[src/tmavg_pkg.sv]
// shared constants, types and helpers of the temperature averager
package tmavg_pkg;

  localparam int WINDOW     = 10;
  localparam int COUNT_BITS = 32;
  localparam int ADC_BITS   = 12;

  localparam int ADC_CODE_BITS = 12;
  localparam int OFFSET_BITS   = 20;
  localparam int SLOPE_BITS    = 16;
  localparam int TEMP_BITS     = 21;
  localparam int FILL_OUT_BITS = 4;
  localparam int FILL_OUT_MAX  = (1 << FILL_OUT_BITS) - 1;
  localparam int CFG_IDX_BITS  = 2;
  localparam int CFG_DATA_BITS = 20;

  localparam int POS_BITS  = (WINDOW > 1) ? $clog2(WINDOW) : 1;
  localparam int FILL_BITS = $clog2(WINDOW + 1);
  localparam int WSUM_BITS = TEMP_BITS + POS_BITS;
  localparam int TSUM_BITS = TEMP_BITS + COUNT_BITS;

  localparam int PROD_BITS   = ADC_BITS + SLOPE_BITS;
  localparam int RND_SHIFT   = 8;
  localparam int ROUND_HALF  = 1 << (RND_SHIFT - 1);
  localparam int SCALED_BITS = PROD_BITS + 1 - RND_SHIFT;
  localparam int DIFF_BITS   = SCALED_BITS + 1;
  localparam int CCNT_BITS   = $clog2(ADC_BITS + 1);

  localparam int DIV_BITS  = TSUM_BITS;
  localparam int DCNT_BITS = $clog2(DIV_BITS);

  localparam int TEMP_MAX = (1 << (TEMP_BITS - 1)) - 1;
  localparam int TEMP_MIN = -(1 << (TEMP_BITS - 1));

  localparam logic signed [OFFSET_BITS-1:0] OFFSET_RESET = OFFSET_BITS'(111930);
  localparam logic [SLOPE_BITS-1:0]         SLOPE_RESET  = SLOPE_BITS'(30680);
  localparam logic [COUNT_BITS-1:0]         COUNT_MAX    = {COUNT_BITS{1'b1}};

  typedef logic signed [TEMP_BITS-1:0] temp_t;

  typedef enum logic [CFG_IDX_BITS-1:0] {
    CFG_OFFSET = 2'd0,
    CFG_SLOPE  = 2'd1
  } cfg_idx_e;

  typedef enum logic [3:0] {
    ST_IDLE  = 4'b0001,
    ST_CONV  = 4'b0010,
    ST_START = 4'b0100,
    ST_DIV   = 4'b1000
  } ctl_state_e;

  // window fill clipped to the width of the result field
  function automatic logic [FILL_OUT_BITS-1:0] sat_fill(input logic [FILL_BITS-1:0] f);
    if (int'(f) > FILL_OUT_MAX) begin
      return FILL_OUT_BITS'(FILL_OUT_MAX);
    end
    return FILL_OUT_BITS'(f);
  endfunction

endpackage

[src/tmavg_conv.sv]
// bit-serial code to temperature conversion: shift-add multiply, round, offset, clamp
module tmavg_conv import tmavg_pkg::*; (
  input  logic                          clk_i,
  input  logic                          rst_ni,
  input  logic                          start_i,
  input  logic [ADC_BITS-1:0]           code_i,
  input  logic signed [OFFSET_BITS-1:0] offset_i,
  input  logic [SLOPE_BITS-1:0]         slope_i,
  output logic                          busy_o,
  output temp_t                         temp_o
);

  logic                        busy_q, busy_d;
  logic [CCNT_BITS-1:0]        cnt_q, cnt_d;
  logic [ADC_BITS-1:0]         code_q;
  logic [PROD_BITS-1:0]        acc_q, acc_step;
  temp_t                       temp_q, temp_sat;
  logic [PROD_BITS:0]          rnd;
  logic [SCALED_BITS-1:0]      scaled;
  logic signed [DIFF_BITS-1:0] diff;

  // msb first: shift the partial product and add the slope for each code bit
  assign acc_step = {acc_q[PROD_BITS-2:0], 1'b0}
                  + (code_q[ADC_BITS-1] ? PROD_BITS'(slope_i) : '0);

  assign rnd    = {1'b0, acc_q} + (PROD_BITS + 1)'(ROUND_HALF);
  assign scaled = rnd[PROD_BITS:RND_SHIFT];
  assign diff   = DIFF_BITS'(offset_i) - $signed({1'b0, scaled});

  always_comb begin
    if (diff > DIFF_BITS'(TEMP_MAX)) begin
      temp_sat = TEMP_BITS'(TEMP_MAX);
    end else if (diff < DIFF_BITS'(TEMP_MIN)) begin
      temp_sat = TEMP_BITS'(TEMP_MIN);
    end else begin
      temp_sat = diff[TEMP_BITS-1:0];
    end
  end

  always_comb begin
    busy_d = busy_q;
    cnt_d  = cnt_q;
    if (start_i) begin
      busy_d = 1'b1;
      cnt_d  = CCNT_BITS'(ADC_BITS);
    end else if (busy_q) begin
      if (cnt_q == '0) begin
        busy_d = 1'b0;
      end else begin
        cnt_d = cnt_q - 1'b1;
      end
    end
  end

  always_ff @(posedge clk_i or negedge rst_ni) begin
    if (!rst_ni) begin
      busy_q <= 1'b0;
      cnt_q  <= '0;
    end else begin
      busy_q <= busy_d;
      cnt_q  <= cnt_d;
    end
  end

  always_ff @(posedge clk_i) begin
    if (start_i) begin
      code_q <= code_i;
      acc_q  <= '0;
    end else if (busy_q) begin
      if (cnt_q == '0) begin
        temp_q <= temp_sat;
      end else begin
        acc_q  <= acc_step;
        code_q <= {code_q[ADC_BITS-2:0], 1'b0};
      end
    end
  end

  assign busy_o = busy_q;
  assign temp_o = temp_q;

endmodule

[config.mk]
export PLATFORM = sky130hd
export DESIGN_NAME = tmavg_conv
export DESIGN_NICKNAME = d
export VERILOG_FILES = /design/src/tmavg_pkg.sv /design/src/tmavg_conv.sv
export SDC_FILE = /design/constraint.sdc
export NUM_CORES = 1
export LEC_CHECK = 0
export CAP_MARGIN = 20
export CORE_ASPECT_RATIO = 0.8
export CORE_MARGIN = 2
export CORE_UTILIZATION = 59
export CTS_CLUSTER_DIAMETER = 60
export DETAILED_ROUTE_END_ITERATION = 10
export DONT_BUFFER_PORTS = 1
export HOLD_SLACK_MARGIN = 0.03
export PLACE_DENSITY = 0.75
export SLEW_MARGIN = 20
export SYNTH_ARGS = -nofsm -noshare
export SYNTH_HDL_FRONTEND = slang
export SYNTH_SLANG_ARGS = --single-unit
[constraint.sdc]
create_clock -name clk_i -period 4.3 [get_ports clk_i]
set_input_delay 1.29 -clock clk_i [delete_from_list [all_inputs] [get_ports clk_i]]
set_output_delay 1.29 -clock clk_i [all_outputs]
set_load 0.01 [all_outputs]
Word level (Yosys, flattened, before mapping)

Cells that the tools add are included.

Flip-flop bits (word level): 66
Input bits: 51
Output and inout port bits: 22
Logic and storage cells: 30

$add $sub $neg: 4
Magnitude comparators: 2
Equal/unequal tests: 1
Mux-type cells: 11
Bitwise operators: 2
Reductions and logical operators: 5

Operators with widths:

| operator              | count |
|---|---|
| $mux 12               | 3 |
| $add 28x8->29 const B | 1 |
| $add 28x16->28        | 1 |
| $gt 22x21->1 const B  | 1 |
| $lt 22x21->1 const B  | 1 |
| $sub 20x22->22        | 1 |
| $mux 21               | 1 |
| $mux 16               | 1 |
| $mux 4                | 3 |
| $logic_not 4->1       | 1 |
| $reduce_and 2->1      | 2 |
| $sub 4x1->4 const B   | 1 |
| $mux 1                | 3 |
| $reduce_and 3->1      | 1 |
| $ne 2x2->1 const B    | 1 |
| $not 1->1             | 2 |
| $reduce_bool 2->1     | 1 |

Longest topological paths before layout

Word-level depth: 4
Depth in mapped cells: 17
Mapped depth without buffers: 15

Worst setup path before layout

No wires, ideal clock.

Kind: input-to-reg
From: input start_i
To: register temp_q[0] (netlist: temp_o[0]) (enable)
Setup time: 452 ps
Arrival time: 3,869 ps
Data required time: 3,848 ps
Setup slack: -22 ps
Cell stages on the path: 3
Buffers on the path: 2
Cells stage by stage: clkbuf_1 -> clkbuf_1 -> nor4_1

Cells in the longest elaborated chain, start to end: 2

RTL lines:

| item                       | RTL line         | RTL |
|---|---|---|
| start, declared            | tmavg_conv.sv:5  | `input logic start_i,` |
| $not 1->1 (no line)        | -                |  |
| $reduce_and 3->1 (no line) | -                |  |
| end signal, assigned       | tmavg_conv.sv:71 | `temp_q <= temp_sat;` |
| end, declared              | tmavg_conv.sv:17 | `temp_t temp_q, temp_sat;` |

No other way between the ends.
A chain may end at the register's enable or synchronous reset.

Worst setup path after layout

From: register acc_q[11]
To: register temp_q[7] (netlist: temp_o[7]), data pin

Cells in the longest elaborated chain, start to end: 4
Elaborated cells on any way between the ends: 5
Classes of those cells: 2 x add/sub; 2 x order compare; 1 x mux

RTL lines:

| item                   | RTL line         | RTL |
|---|---|---|
| start, declared        | tmavg_conv.sv:16 | `logic [PROD_BITS-1:0] acc_q, acc_step;` |
| start signal, assigned | tmavg_conv.sv:73 | `acc_q <= acc_step;` |
| $add 28x8->29 (*)      | tmavg_conv.sv:26 | `assign rnd = {1'b0, acc_q} + (PROD_BITS + 1)'(ROUND_HALF);` |
| $sub 20x22->22 (*)     | tmavg_conv.sv:28 | `assign diff = DIFF_BITS'(offset_i) - $signed({1'b0, scaled});` |
| $lt 22x21->1           | tmavg_conv.sv:33 | `end else if (diff < DIFF_BITS'(TEMP_MIN)) begin` |
| $mux 21                | tmavg_conv.sv:33 |  |

Mark *: on every way between the ends. The rest lies on a longest branch, timed or not.

==> summary.txt <==
Timing
  – F_max: 243.7 MHz
  – Worst-margin pin slew: 0.8789 ns
  – Endpoints failing setup: 0
  – Minimum clock period: 4.103 ns
  – Final hold violations: 0
  – Max Slew Vio Count: 0
  – Period utilisation layout: 95.41%
  – Smallest setup slack after layout: 0.1974 ns
  – Skew final: 0.01145 ns
  – Rel. slew slack: 41.01%

Final layout
  – Commonest non-fill, non-tap cells in the layout: nand2_1 (61), a21oi_1 (52), nor2_1 (39)
  – Area Growth Syn to Fin: 9.220%
  – Final nets: 694
  – Finished Layout Cells: 720
  – FILL cells: 664
  – Proportion of layout cells with a drive suffix above 1: 14.64%
  – Post-layout util: 66.80%
  – Commonest non-fill, non-tap cell in the layout: nand2_1
  – Register area: 1677 um^2
  – Multi-input logic area: 3341 um^2
  – Antenna cells: 0
  – Design Area, Final: 5692 um^2

Worst setup path
  – CP arrival: 4.21 ns
  – CP startpoint kind: flop
  – R2R Setup Slk: 0.20 ns
  – R2R cell count: 14
  – Critical Path RT: 4.41 ns
  – Endpoint class of the critical path: flop
  – CP endpoint: temp_o[7]$_SDFFCE_PN1P_
  – Worst Setup SP: acc_q[11]$_SDFFE_PP0P_
  – Reg2reg start: acc_q[11]$_SDFFE_PP0P_
  – Reg-to-reg critical path endpoint: temp_o[7]$_SDFFCE_PN1P_
  – Crit Path Category: reg2reg
  – CP max FO: 10

Route
  – DRT antenna net count: 0
  – Initial DRC Count: 330
  – Vias: 4437
  – Routed WL: 12920 um
  – DRC viols: 0
  – 1st-pass router iterations: 7
  – Via density: 6.163
  – Avg WL per Cell: 17.95 um

Clocking
  – CTS tree: built
  – Clk slew on worst S/H paths: 0.08 ns
  – TritonCTS Buffers: 9
  – Clock Path Buffers: 2
  – Clock root buffer master: clkbuf_8
  – Post-CTS setup repair buffer count: 0
  – Worst-Skew Late Latency: 0.36 ns
  – Clock sinks: 66
  – Number of H-tree levels: 3

Synthesis
  – Synth top area cells: edfxtp_1 (19%), dfxtp_1 (11%), ha_1 (9.1%), a21oi_1 (5.1%), xor2_1 (5.0%)
  – Complex-gate fraction of the synthesized area: 19.59%
  – Post-synthesis mux area share: 2.569%
  – Prevailing post-synth register cell: edfxtp_1
  – Seq/Total Area, Yosys: 32.17%
  – Syn_area_per_cell: 8.788 um^2
  – Synthesized flop and latch total: 66
  – Syn Nets: 684
  – Post-synth top area share: 19.02%
  – Post-Synthesis Cells: 593
  – Async SR Flop Fraction: 7.576%
  – Post-synthesis xor/xnor area fraction: 9.580%
  – Post-Syn Area: 5211 um^2
  – Synth area leader: edfxtp_1
  – Yosys cell types: 63
  – Fraction of the mapped netlist area in simple logic gates: 19.69%
  – Largest family of logic cells by synthesized area: simple AND/OR/NAND/NOR gates
  – Yosys warning total: 0
  – Post-Synth Adder-Cell Area: 11.84%
  – EDFF count, synth: 33

Placement
  – Post-DP Area: 5440 um^2
  – Gp weighted congestion: 1.021
  – Hpwl dp: 9964 um
  – Setup WS pre-CTS: -0.04624 ns
  – Port bufs: 0
  – Placed cells: 704

Die
  – Die H: 88.06 um
  – Starting density of the core: 61.16%
  – Die Width: 109.1 um
  – Core footprint: 8521 um^2
  – Die area: 9605 um^2
  – FP Rows: 30
  – IO Pins: 73

Pwr
  – Maximum VDD drop: 0.2657 mV
  – P_leak: 0.002184 uW
  – Power Total: 2395 uW
  – Pwr/cell area: 420.8 nW/um^2

Min path
  – Hold WC Path Type: reg2reg

Global route
  – Gr usage total: 28.41%
  – Largest net degree at the start of global routing: 38
  – Vias in the first global route: 4168
  – First-pass GRT wire length: 21050 um
  – Initial antenna violation count: 0
  – Overflow after GRT: 0

Job
  – Maximum Capacitance Violations: 0

Run status
  – Status: complete, no violations
[repair_timing]
| item | in CTS | in global routing |
|---|---|---|
| setup endpoints to repair | 6 | 21 |
| hold buffers | 0 | 0 |
| gates resized for setup | 1 | 6 |
[cell usage after synthesis, types with 4 or more instances]
cell type,count
buf_2,7
nand2_1,61
nand3_1,19
o211ai_1,7
mux2_2,11
nor3_1,8
o21ai_0,22
nor2_1,39
nor4_1,4
ha_1,38
dfrtp_1,5
nor2b_1,4
a211oi_1,14
and2_1,19
edfxtp_1,33
clkbuf_1,20
nand4_1,16
o21ai_1,7
xor2_1,30
a21oi_1,53
inv_1,15
maj3_2,9
xnor2_1,27
buf_4,5
a21o_1,15
nand2b_1,7
o21a_1,6
and3_1,5
dfxtp_1,28
[routing by layer]
layer,GRT usage [%],routed length (um),vias to the layer above
met5,0,0,-
met4,5.711,153,0
met3,7.887,1043,16
met2,42.18,5565,175
met1,41.36,6161,2074
li1,-,-,2172
[state kept, by name, indices dropped and copies added, names as in the netlist]
signal / flops
code_q: 12
acc_q: 28
busy_o: 1
cnt_q: 4
temp_o: 21
[how the worst min path moves through the flow]
stage	to	slack (ns)	from	cells after the start
global route	acc_q[5]$_SDFFE_PP0P_	0.48	acc_q[5]$_SDFFE_PP0P_	2
detailed placement	acc_q[4]$_SDFFE_PP0P_	0.45	acc_q[4]$_SDFFE_PP0P_	2
floorplan	acc_q[6]$_SDFFE_PP0P_	0.43	acc_q[6]$_SDFFE_PP0P_	2
global placement	acc_q[3]$_SDFFE_PP0P_	0.44	acc_q[3]$_SDFFE_PP0P_	2
CTS	acc_q[4]$_SDFFE_PP0P_	0.46	acc_q[4]$_SDFFE_PP0P_	2
finish	acc_q[0]$_SDFFE_PP0P_	0.45	acc_q[0]$_SDFFE_PP0P_	2
[metrics by stage]
step | TNS, ns | hold WS [ns]
3_3_place_gp | 0 | 0.4387
6_report | 0 | 0.4541
4_1_cts | 0 | 0.4564
2_1_floorplan | 0 | 0.4315
3_5_place_dp | -0.1177 | 0.4468
5_1_grt | -0.001389 | 0.4793
[critical path, cell delays in order (launching register included)]
cell     delay [ns]
dfxtp_1        0.39
and3_1         0.23
and3_1         0.21
nand3_1        0.14
or2_2          0.37
nor2_1         0.14
xnor2_1        0.09
ha_2           0.44
nand4_1        0.19
or4_1          0.56
a21o_1         0.19
nand3_2        0.12
nand3_2        0.16
and2_2         0.31
maj3_2         0.32
[layout make-up]
| cell class | instances | share of cell area, % |
|---|---|---|
| clock buffers | 10 | 2.242 |
| flip-flops and latches | 66 | 29.46 |
| inverters | 15 | 0.9892 |
| well taps | 112 | 2.462 |
| multi-input cells | 477 | 58.69 |
| clock inverters | 6 | 1.605 |
| repair buffers | 34 | 4.550 |
[cells by family (layout without fill, tap and decap cells)]
group,count (synthesis),in the layout
simple gates,202,202
compound gates,157,157
flops,66,66
xor+xnor,57,57
buf+inv,50,65
fa+ha+maj,49,49
mux,12,12
[power by group]
part	internal [uW]	switching, uW	leakage [uW]
logic	418	569	0.00149
registers	757	61.3	0.000600
clock network	327	262	0.0000987
total	1500	893	0.00218
Power figures use the tool's default switching activity.
