**src/tmavg_pkg.sv**
```systemverilog
// shared constants, types and helpers of the temperature averager
package tmavg_pkg;

  localparam int WINDOW     = 10;
  localparam int COUNT_BITS = 32;
  localparam int ADC_BITS   = 12;

  localparam int ADC_CODE_BITS = 12;
  localparam int OFFSET_BITS   = 20;
  localparam int SLOPE_BITS    = 16;
  localparam int TEMP_BITS     = 21;
  localparam int FILL_OUT_BITS = 4;
  localparam int FILL_OUT_MAX  = (1 << FILL_OUT_BITS) - 1;
  localparam int CFG_IDX_BITS  = 2;
  localparam int CFG_DATA_BITS = 20;

  localparam int POS_BITS  = (WINDOW > 1) ? $clog2(WINDOW) : 1;
  localparam int FILL_BITS = $clog2(WINDOW + 1);
  localparam int WSUM_BITS = TEMP_BITS + POS_BITS;
  localparam int TSUM_BITS = TEMP_BITS + COUNT_BITS;

  localparam int PROD_BITS   = ADC_BITS + SLOPE_BITS;
  localparam int RND_SHIFT   = 8;
  localparam int ROUND_HALF  = 1 << (RND_SHIFT - 1);
  localparam int SCALED_BITS = PROD_BITS + 1 - RND_SHIFT;
  localparam int DIFF_BITS   = SCALED_BITS + 1;
  localparam int CCNT_BITS   = $clog2(ADC_BITS + 1);

  localparam int DIV_BITS  = TSUM_BITS;
  localparam int DCNT_BITS = $clog2(DIV_BITS);

  localparam int TEMP_MAX = (1 << (TEMP_BITS - 1)) - 1;
  localparam int TEMP_MIN = -(1 << (TEMP_BITS - 1));

  localparam logic signed [OFFSET_BITS-1:0] OFFSET_RESET = OFFSET_BITS'(111930);
  localparam logic [SLOPE_BITS-1:0]         SLOPE_RESET  = SLOPE_BITS'(30680);
  localparam logic [COUNT_BITS-1:0]         COUNT_MAX    = {COUNT_BITS{1'b1}};

  typedef logic signed [TEMP_BITS-1:0] temp_t;

  typedef enum logic [CFG_IDX_BITS-1:0] {
    CFG_OFFSET = 2'd0,
    CFG_SLOPE  = 2'd1
  } cfg_idx_e;

  typedef enum logic [3:0] {
    ST_IDLE  = 4'b0001,
    ST_CONV  = 4'b0010,
    ST_START = 4'b0100,
    ST_DIV   = 4'b1000
  } ctl_state_e;

  // window fill clipped to the width of the result field
  function automatic logic [FILL_OUT_BITS-1:0] sat_fill(input logic [FILL_BITS-1:0] f);
    if (int'(f) > FILL_OUT_MAX) begin
      return FILL_OUT_BITS'(FILL_OUT_MAX);
    end
    return FILL_OUT_BITS'(f);
  endfunction

endpackage

```
**src/tmavg_div.sv**
```systemverilog
// restoring signed divider, one quotient bit per cycle, truncates toward zero
module tmavg_div import tmavg_pkg::*; (
  input  logic                       clk_i,
  input  logic                       rst_ni,
  input  logic                       start_i,
  input  logic signed [DIV_BITS-1:0] dividend_i,
  input  logic [COUNT_BITS-1:0]      divisor_i,
  output logic                       busy_o,
  output temp_t                      quot_o
);

  logic                    busy_q, busy_d;
  logic [DCNT_BITS-1:0]    cnt_q, cnt_d;
  logic                    neg_q;
  logic [COUNT_BITS-1:0]   den_q;
  logic [COUNT_BITS-1:0]   rem_q;
  logic [DIV_BITS-1:0]     quo_q;
  logic [DIV_BITS-1:0]     mag;
  logic [COUNT_BITS:0]     rem_sh;
  logic [COUNT_BITS+1:0]   trial;
  logic                    fits;
  logic [TEMP_BITS-1:0]    quo_low;

  assign mag    = dividend_i[DIV_BITS-1] ? DIV_BITS'(-dividend_i) : DIV_BITS'(dividend_i);
  assign rem_sh = {rem_q, quo_q[DIV_BITS-1]};
  assign trial  = {1'b0, rem_sh} - {2'b00, den_q};
  assign fits   = ~trial[COUNT_BITS+1];

  always_comb begin
    busy_d = busy_q;
    cnt_d  = cnt_q;
    if (start_i) begin
      busy_d = 1'b1;
      cnt_d  = DCNT_BITS'(DIV_BITS - 1);
    end else if (busy_q) begin
      if (cnt_q == '0) begin
        busy_d = 1'b0;
      end else begin
        cnt_d = cnt_q - 1'b1;
      end
    end
  end

  always_ff @(posedge clk_i or negedge rst_ni) begin
    if (!rst_ni) begin
      busy_q <= 1'b0;
      cnt_q  <= '0;
    end else begin
      busy_q <= busy_d;
      cnt_q  <= cnt_d;
    end
  end

  always_ff @(posedge clk_i) begin
    if (start_i) begin
      neg_q <= dividend_i[DIV_BITS-1];
      den_q <= divisor_i;
      rem_q <= '0;
      quo_q <= mag;
    end else if (busy_q) begin
      rem_q <= fits ? trial[COUNT_BITS-1:0] : rem_sh[COUNT_BITS-1:0];
      quo_q <= {quo_q[DIV_BITS-2:0], fits};
    end
  end

  // only the low bits of the quotient leave the block, so the sign fix is narrow
  assign quo_low = quo_q[TEMP_BITS-1:0];
  assign quot_o  = neg_q ? temp_t'(-quo_low) : temp_t'(quo_low);
  assign busy_o  = busy_q;

endmodule

```
**config.mk**
```make
export PLATFORM = sky130hd
export DESIGN_NAME = tmavg_div
export DESIGN_NICKNAME = d
export VERILOG_FILES = /design/src/tmavg_pkg.sv /design/src/tmavg_div.sv
export SDC_FILE = /design/constraint.sdc
export NUM_CORES = 1
export LEC_CHECK = 0
export BUFFER_PORTS_ARGS = -buffer_cell sky130_fd_sc_hd__buf_4
export CAP_MARGIN = 10
export CELL_PAD_IN_SITES_DETAIL_PLACEMENT = 0
export CELL_PAD_IN_SITES_GLOBAL_PLACEMENT = 1
export CORE_MARGIN = 1
export CORE_UTILIZATION = 45
export DETAILED_ROUTE_END_ITERATION = 6
export PLACE_DENSITY = 0.82
export REMOVE_ABC_BUFFERS = 1
export SYNTH_ARGS = -nofsm -noshare
export SYNTH_HDL_FRONTEND = slang
export SYNTH_SLANG_ARGS = --single-unit
```
**constraint.sdc**
```tcl
create_clock -name clk_i -period 3.35 [get_ports clk_i]
set_input_delay 0.5025 -clock clk_i [delete_from_list [all_inputs] [get_ports clk_i]]
set_output_delay 0.5025 -clock clk_i [all_outputs]
set_load 0.01 [all_outputs]
```
# == Word-level counts from Yosys, hierarchy flattened ==
# Cells that the tools add are included.
# op_classes
n_bitwise,1
eq_ne,1
n_addsub,4
reduce_logical,3
n_mux,11
# ops
op,n
2-to-1 mux 53 bit,3
negator 53 bit,1
subtractor 33 x 32 -> 34 bit,1
2-to-1 mux 32 bit,1
2-to-1 mux 21 bit,1
negator 21 bit,1
2-to-1 mux 6 bit,3
zero test 6 bit,1
"subtractor 6 x 1 -> 6 bit, second input constant",1
2-to-1 mux 1 bit,3
"!= test 2 bit, second input constant",1
AND reduction 2 bit,1
nonzero test 2 bit,1
NOT 1 bit,1
# word_totals
reg_bits,125
word_cells,26

# == Depth between registers and ports, before layout ==
# Gate-level depths: netlist (run 1).
# depth
ltp_word,4
depth_mapped,13
ltp_nobuf,12

# == Worst setup path before layout (run 1) ==
# Ideal clock, no wire load.
# synth_timing
path_kind,input to register
start,in dividend_i[11]
end,reg quo_q[50] (data pin)
setup_slack_ps,382
t_arrival_ps,2697
path_stages,8
path_cell_list,or4_4 nor4_4 nand4_2 or2_4 or4_4 o41ai_2 xor2_1 a21oi_1
# synth_between
elab_chain_len,3
# synth_lines
item,line_no,source
"start, declared",tmavg_div.sv:6,"input logic signed [DIV_BITS-1:0] dividend_i,"
negator 53 bit,tmavg_div.sv:24,assign mag = dividend_i[DIV_BITS-1] ? DIV_BITS'(-dividend_i) : DIV_BITS'(dividend_i);
2-to-1 mux 53 bit,tmavg_div.sv:24,
2-to-1 mux 53 bit,tmavg_div.sv:55,if (start_i) begin
"end signal, assigned",tmavg_div.sv:59,quo_q <= mag;
"end signal, assigned",tmavg_div.sv:62,"quo_q <= {quo_q[DIV_BITS-2:0], fits};"
"end, declared",tmavg_div.sv:17,logic [DIV_BITS-1:0] quo_q;
# Every way passes these cells.
# A chain may end at the register's enable or synchronous reset.

# == Worst setup path after layout (run 1) ==
# layout_timing
start,reg quo_q[52]
end,reg rem_q[30]
# layout_between
elab_chain_len,2
# layout_lines
item,line_no,source
subtractor 33 x 32 -> 34 bit,tmavg_div.sv:26,"assign trial = {1'b0, rem_sh} - {2'b00, den_q};"
2-to-1 mux 32 bit,tmavg_div.sv:61,rem_q <= fits ? trial[COUNT_BITS-1:0] : rem_sh[COUNT_BITS-1:0];
"end signal, assigned",tmavg_div.sv:61,
"end, declared",tmavg_div.sv:16,logic [COUNT_BITS-1:0] rem_q;
# Every way passes these cells.

==> results by group, run 1 <==
Synth
  – Area contributors post-synth: edfxtp_1, dfxtp_1, xor2_1
  – Post-synthesis cell type count: 63
  – Commonest cells in the netlist: nand2_1, nor2_1, a21oi_1
  – Sequential element share of the synthesized area: 41.5%
  – Cell type contributing the most total cell area after synthesis: edfxtp_1
  – Total standard cell area after synthesis: 8190 sq um
  – Mapped Avg Cell Area: 8.87 sq um
  – Number of storage elements in the synthesis netlist: 125
  – Cells after Synth: 923
  – Predominant post-synthesis flop cell: edfxtp_1
  – Area share of the largest cell type after synthesis: 31.5%
  – EDFF count, synth: 86
  – Number of warnings printed during yosys synthesis: 0
  – Async set or reset register ratio after synthesis: 5.60%

Finish
  – Antenna cell count: 0
  – Share of cells above drive strength 1: 16.7%
  – Post-layout net count: 1,157
  – Synthesis-to-finish area growth: 21.1%

STA
  – Unrepaired setup endpoints after global routing: no
  – Final setup violation count: 0
  – Post-route clock period utilization: 88.7%
  – Slew of the pin with the lowest slew margin: 0.995 ns
  – Max_slew headroom: 33.4%
  – Highest clock rate: 336 MHz
  – Count of endpoints failing hold in the final timing report: 0
  – Final worst setup slack: 0.378 ns
  – Final period demand of the worst path: 2.97 ns
  – Accumulated negative setup slack: 0 ns
  – Final clock skew: 0.00790 ns
  – Number of pins with negative max-slew slack in the final report: 0

Detailed routing
  – Wire length per cell after detailed routing: 15.2 um
  – Router iterations before antenna repair: 5
  – Final Routed Wirelength: 19,300 um
  – Vias/cell: 5.48
  – Total vias in the final route: 6,959
  – Drt initial violations: 460
  – Number of routed nets with antenna violations: 0
  – Remaining routing DRC violations: 0

Clock tree
  – Clock tree from TritonCTS: yes
  – TritonCTS Buffers: 17
  – Clock tree root driver cell: clkbuf_16
  – Number of sinks handled by clock tree synthesis: 125
  – Clock transition time at the flip-flop clock pins of the worst setup and hold paths: 0.06 ns
  – Buffer depth of the longest clock path: 2
  – Clock latency on the worst-skew pair: 0.41 ns
  – Clock H-tree levels: 4

Pwr
  – Static leakage power: 0.00400 uW
  – Power density normalized to cell area: 581 nW/um^2
  – Peak supply drop: 500 uV

Floorplan
  – Initial core utilization: 46.7%
  – Number of top-level pins: 110
  – Die X: 137 um
  – Placement row count: 48
  – Core outline area: 17,500 sq um
  – Height of the chip: 137 um
  – DIE AREA: 18,700 sq um

Worst setup path
  – CP Launch Type: flip-flop
  – Highest fanout seen on the critical path: 3
  – Critical Path AT: 3.27 ns
  – Buf+Inv Stages, Crit Path: 4
  – Cell with the biggest individual delay on the critical path: fa_1
  – Slowest Stage Delay on Critical Path: 0.41 ns
  – Type of the worst setup path: reg -> reg
  – Type of destination of the critical path: flip-flop
  – CP required: 3.65 ns
  – Cell Chain, Critical Path: inv_1 -> ha_1 -> inv_1 -> fa_1 -> a21oi_1 -> nand4b_1 -> a2111oi_0 -> buf_4 -> nor3_2 -> o41ai_1 -> buf_4 -> a221oi_1 -> mux2i_1 -> nand2_1
  – Top cell family by delay on the critical path: compound AO/OA/AOI/OAI gates

Global routing
  – Largest net degree at the start of global routing: 97
  – Initial antenna violation count: 0
  – Number of global-route vias before repair: 6,694
  – Global router's overall resource usage: 21.8%
  – Congestion Overflow GR: 0
  – First-pass GRT wire length: 31,900 um

Placed design
  – Setup WS pre-CTS: 0.117 ns
  – Port-buffer cells: 109
  – Post-detailed-placement half-perimeter wirelength: 14,100 um
  – Global placement routability congestion: 0.919

Min path
  – Hold crit path type: in -> reg

Run
  – MaxCap Viol Count: 0

Outcome
  – Run status: completed
-- layout make-up --
cell class                      count  area, sq um
Fill cell                        1664         7620
Multi-Input combinational cell    705         4440
Sequential cell                   125         3400
Timing Repair Buffer              131          990
Clock buffer                       23          499
Tap cell                          225          282
Inverter                           52          195
Clock inverter                      9          108
-- cells in the final DEF, fill, tap and decap left out, types with 21 or more instances in the layout --
cell and instances:
inv_1 51, edfxtp_1 86, xor2_1 56, nand2_1 106, a21oi_1 93, ha_1 36, buf_4 129, o21ai_0 56
dfxtp_1 32, nor2_1 106, xnor2_1 42, o31ai_1 21
-- final timing paths --
| path | from | endpoint | slack (ns) | cells after the start |
|---|---|---|---|---|
| min in group asynchronous | rst_ni | cnt_q[3] | 0.43 | 2 |
| setup / recovery | quo_q[52] | rem_q[30] | 0.38 | 14 |
| setup reg to reg | quo_q[52] | rem_q[30] | 0.38 | 14 |
| max in group asynchronous | rst_ni | busy_o | 2.79 | 2 |
| hold reg to reg | rem_q[28] | rem_q[28] | 0.48 | 2 |
| hold / removal | divisor_i[25] | den_q[25] | 0.26 | 1 |
-- metal layers --
layer	GRT usage (%)	vias up	part of all wire, %
met1	28.8	3250	48
met3	5.81	17	4.8
met4	5.13	0	1.1
met2	35.5	135	46
met5	0	-	0
li1	-	3557	-
-- worst register-to-register path, cell delays in order (launching register included) --
cell and delay (ns):
edfxtp_1 0.38, inv_1 0.07, ha_1 0.15, inv_1 0.05, fa_1 0.41, a21oi_1 0.19, nand4b_1 0.18, a2111oi_0 0.14
buf_4 0.17, nor3_2 0.22, o41ai_1 0.12, buf_4 0.15, a221oi_1 0.34, mux2i_1 0.22, nand2_1 0.07
-- stage by stage --
step                area (sq um)  cells  total power, uW  hold slack, ns  util [%]
finish                      9910   1270             5760           0.261      56.5
global route                9910   1270             6120           0.236      56.5
CTS                         9910   1270             5790           0.246      56.5
detailed placement          9290   1237             3900           0.323      53.0
global placement            9290   1237             3900           0.323      53.0
floorplan                   8030    882             3280           0.207         -
-- cell families after synthesis --
| kind of cell | count (synthesis) | synth area share (%) |
|---|---|---|
| and+or+nand+nor | 310 | 17.8 |
| AOI/OAI and AO/OA | 256 | 19.6 |
| DFF | 125 | 41.5 |
| xor gates and xnor gates | 98 | 10.5 |
| buffers and inverters | 93 | 4.31 |
| adders and majority gates | 37 | 5.75 |
| muxes | 4 | 0.504 |
-- report_power, final --
group / internal, uW / switching, uW / total, uW
logic: 790 / 1030 / 1820
registers: 1900 / 160 / 2060
clock network: 1200 / 676 / 1870
total: 3890 / 1870 / 5760
-- registers in the layout, indices dropped and copies added, names as in the netlist --
register  cells
quo_q        53
rem_q        32
den_q        32
neg_q         1
busy_o        1
cnt_q         6
-- timing repair --
item,in CTS,in global routing
setup endpoints to repair,0,1
endpoints found under the hold margin,7,0
gates resized for setup,0,1
buffers inserted,0,0
hold buffers,1,0
(Power assumes the default switching activity.)
==> inputs of run 2 (changes only) <==
==> constraint.sdc (replaced) <==
create_clock -name clk_i -period 3.35 [get_ports clk_i]
set_input_delay 0 -clock clk_i [delete_from_list [all_inputs] [get_ports clk_i]]
set_output_delay 0 -clock clk_i [all_outputs]
set_load 0.01 [all_outputs]
==> run 2 against run 1 <==
Highest routed layer unchanged; wire length up 6.0%; first-iteration DRC count grew 6.3%; die area unchanged; cell area is 7.0% higher; non-clock buffer count is 71 higher; utilization is 3.9 points higher; critical endpoint is now rem_q[28]; power is 0.13% higher; global-route usage up 0.96 points.
==> results by group, run 2 (synthesis results as in run 1) <==
Pwr
  – Power density normalized to cell area: 544 nW/um^2 (-6.4%)
  – Static leakage power: 0.00426 uW (+6.7%)
  – Peak supply drop: 478 uV (-4.2%)

STA
  – Max_slew headroom: 29.2% (-4.2 points)
  – Number of pins with negative max-slew slack in the final report: 0 (unchanged)
  – Post-route clock period utilization: 91.8% (+3.1 points)
  – Slew of the pin with the lowest slew margin: 1.06 ns (+0.0661 ns)
  – Final clock skew: 0.0144 ns (+0.00647 ns)
  – Highest clock rate: 325 MHz (-3.4%)
  – Unrepaired setup endpoints after global routing: no
  – Final period demand of the worst path: 3.08 ns (+0.105 ns)
  – Final setup violation count: 0 (unchanged)
  – Count of endpoints failing hold in the final timing report: 0 (unchanged)
  – Accumulated negative setup slack: 0 ns (unchanged)

Detailed routing
  – Final Routed Wirelength: 20,400 um (+6.0%)
  – Router iterations before antenna repair: 5 (unchanged)
  – Vias/cell: 5.48 (about the same)
  – Remaining routing DRC violations: 0 (unchanged)
  – Drt initial violations: 489 (+6.3%)
  – Number of routed nets with antenna violations: 0 (unchanged)
  – Wire length per cell after detailed routing: 15.2 um (+0.37%)
  – Total vias in the final route: 7,349 (+5.6%)

Worst setup path
  – Most repeated library cell on the critical path: a21oi_1
  – Slowest Stage Delay on Critical Path: 0.41 ns (about the same)
  – Type of destination of the critical path: flip-flop
  – Worst setup path end: rem_q[28]
  – Slack of the worst reg-to-reg path: 0.27 ns (-0.10 ns)
  – Cell with the biggest individual delay on the critical path: fa_1
  – Launch instance of the worst register-to-register path: quo_q[52]
  – Critical Path AT: 3.38 ns (+0.11 ns)
  – R2R Path End: rem_q[28]
  – Type of the worst setup path: reg -> reg
  – Number of cells traversed by the worst register-to-register path: 13 (-1)
  – Highest fanout seen on the critical path: 3 (unchanged)
  – Cell Chain, Critical Path: inv_1 -> ha_1 -> inv_1 -> fa_1 -> a21oi_1 -> nand4b_1 -> a21oi_1 -> o41ai_1 -> buf_4 -> o21ai_0 -> a211o_1 -> a21oi_1 -> o31ai_1
  – Timing startpoint of the critical path: quo_q[52]
  – CP Launch Type: flip-flop
  – CP required: 3.65 ns (about the same)

Finish
  – Layout Cell Area excl Fill: 10,600 sq um (+7.0%)
  – Number of flip-flops under the largest register name: 53 (unchanged)
  – Registers with the most flip-flops: quo_q (53), den_q (32), rem_q (32)
  – Largest register by flop count: quo_q
  – Antenna cell count: 0 (unchanged)
  – Area occupied by multi-input gates: 4440 sq um (about the same)
  – Share of cells above drive strength 1: 15.1% (-1.6 points)
  – Post-layout net count: 1,228 (+6.1%)
  – Filler cell count: 1,555 (-6.6%)
  – Leading cell type in the layout, fill and taps excluded: buf_4
  – Commonest cells after routing, fill and taps aside: buf_4, nor2_1, nand2_1, a21oi_1, edfxtp_1
  – Synthesis-to-finish area growth: 29.5%
  – Sequential standard cell area: 3400 sq um (unchanged)

Min path
  – Cells on Worst Hold Path: 3 (+2)
  – Hold crit path type: in -> reg

Outcome
  – Run status: completed

Clock tree
  – Clock latency on the worst-skew pair: 0.43 ns (+0.02 ns)
  – Setup Buffers After CTS: 0 (unchanged)
  – Clock tree root driver cell: clkbuf_16
  – Number of sinks handled by clock tree synthesis: 125 (unchanged)
  – TritonCTS Buffers: 17 (unchanged)
  – Clock H-tree levels: 4 (unchanged)
  – Buffer depth of the longest clock path: 2 (unchanged)
  – Clock transition time at the flip-flop clock pins of the worst setup and hold paths: 0.06 ns (about the same)
  – Clock tree from TritonCTS: yes

Floorplan
  – Core outline area: 17,500 sq um (unchanged)
  – Placement row count: 48 (unchanged)
  – Initial core utilization: 46.7% (unchanged)
  – DIE AREA: 18,700 sq um (unchanged)
  – Die X: 137 um (unchanged)
  – Number of top-level pins: 110 (unchanged)
  – Height of the chip: 137 um (unchanged)

Global routing
  – First-pass GRT wire length: 33,200 um (+4.2%)
  – Global router's overall resource usage: 22.8% (+0.96 points)
  – Largest net degree at the start of global routing: 100 (+3.1%)
  – Congestion Overflow GR: 0 (unchanged)
  – Number of global-route vias before repair: 6,972 (+4.2%)
  – Initial antenna violation count: 0 (unchanged)

Placed design
  – Post-detailed-placement half-perimeter wirelength: 14,100 um (-0.19%)
  – Port-buffer cells: 109 (unchanged)
  – Global placement routability congestion: 0.895 (-2.6%)
  – Instance area at placement: 9250 sq um (-0.48%)

Run
  – MaxCap Viol Count: 0 (unchanged)
-- run 2: cell types whose count changed in the layout (fill, tap and decap cells not counted) --
| cell | change |
|---|---|
| inv_6 | +2 |
| clkinv_2 | -1 |
| dlygate4sd3_1 | +77 |
| inv_4 | +1 |
| clkinvlp_4 | +1 |
| a2111oi_2 | +1 |
| nor3_2 | -1 |
| clkbuf_8 | -3 |
| a2111oi_0 | -1 |
| buf_4 | -6 |
| nor3_1 | +1 |
| clkinv_4 | +1 |
| bufinv_16 | -1 |
-- run 2: cell type report --
type / instances / share of cell area (%)
multi-input cells: 705 / 41.9
flip-flops and latches: 125 / 32.1
repair buffers: 202 / 16.2
clock buffers: 20 / 4.32
well taps: 225 / 2.66
inverters: 52 / 1.84
clock inverters: 12 / 1.06
-- run 2: power by group --
part           switching [uW]  internal (uW)  total, uW
logic                    1060            844       1900
registers                 165           1900       2070
clock network             726           1070       1790
total                    1950           3810       5760
-- run 2: metal layers --
layer	global-route usage (%)	routed length [um]	part of all wire, %	vias to the layer above
met1	29.7	9420	46	3422
met5	0	0	0	-
met2	37.8	9700	47	200
met3	4.85	1080	5.3	20
li1	-	-	-	3707
met4	6.78	237	1.2	0
-- run 2: timing repair --
item	CTS	global route
hold buffers	78	0
endpoints found under the setup margin	0	2
resized for setup	0	2
hold endpoints to repair	92	0
-- run 2: worst max-delay path: cells and delay by family (launching register included) --
| kind | cells | cell delay, ns |
|---|---|---|
| simple gates | 1 | 0.20 |
| fa+ha+maj | 2 | 0.56 |
| buf+inv | 3 | 0.31 |
| compound gates | 7 | 1.51 |
| flops | 1 | 0.38 |
-- run 2: metrics by stage --
step | hold slack [ns] | power, uW | setup slack, ns | utilization [%] | std cells
final | 0.0112 | 5760 | 0.273 | 60.5 | 1341
after global routing | 0.0252 | 6090 | 0.0146 | 60.5 | 1341
after CTS | 0.00000180 | 5780 | 0.208 | 60.4 | 1341
after detailed placement | -0.182 | 3900 | 0.240 | 52.7 | 1231
after global placement | -0.183 | 3900 | 0.438 | 52.7 | 1231
after floorplan | -0.296 | 3280 | 0.257 | - | 882
-- run 2: how the worst min path moves through the flow --
stage	from	endpoint	slack, ns
detailed placement	rst_ni	cnt_q[2]	-0.18
global route	dividend_i[10]	quo_q[10]	0.03
CTS	dividend_i[29]	quo_q[29]	0.000002
finish	dividend_i[43]	quo_q[43]	0.01
floorplan	rst_ni	busy_o	-0.30
global placement	rst_ni	cnt_q[2]	-0.18
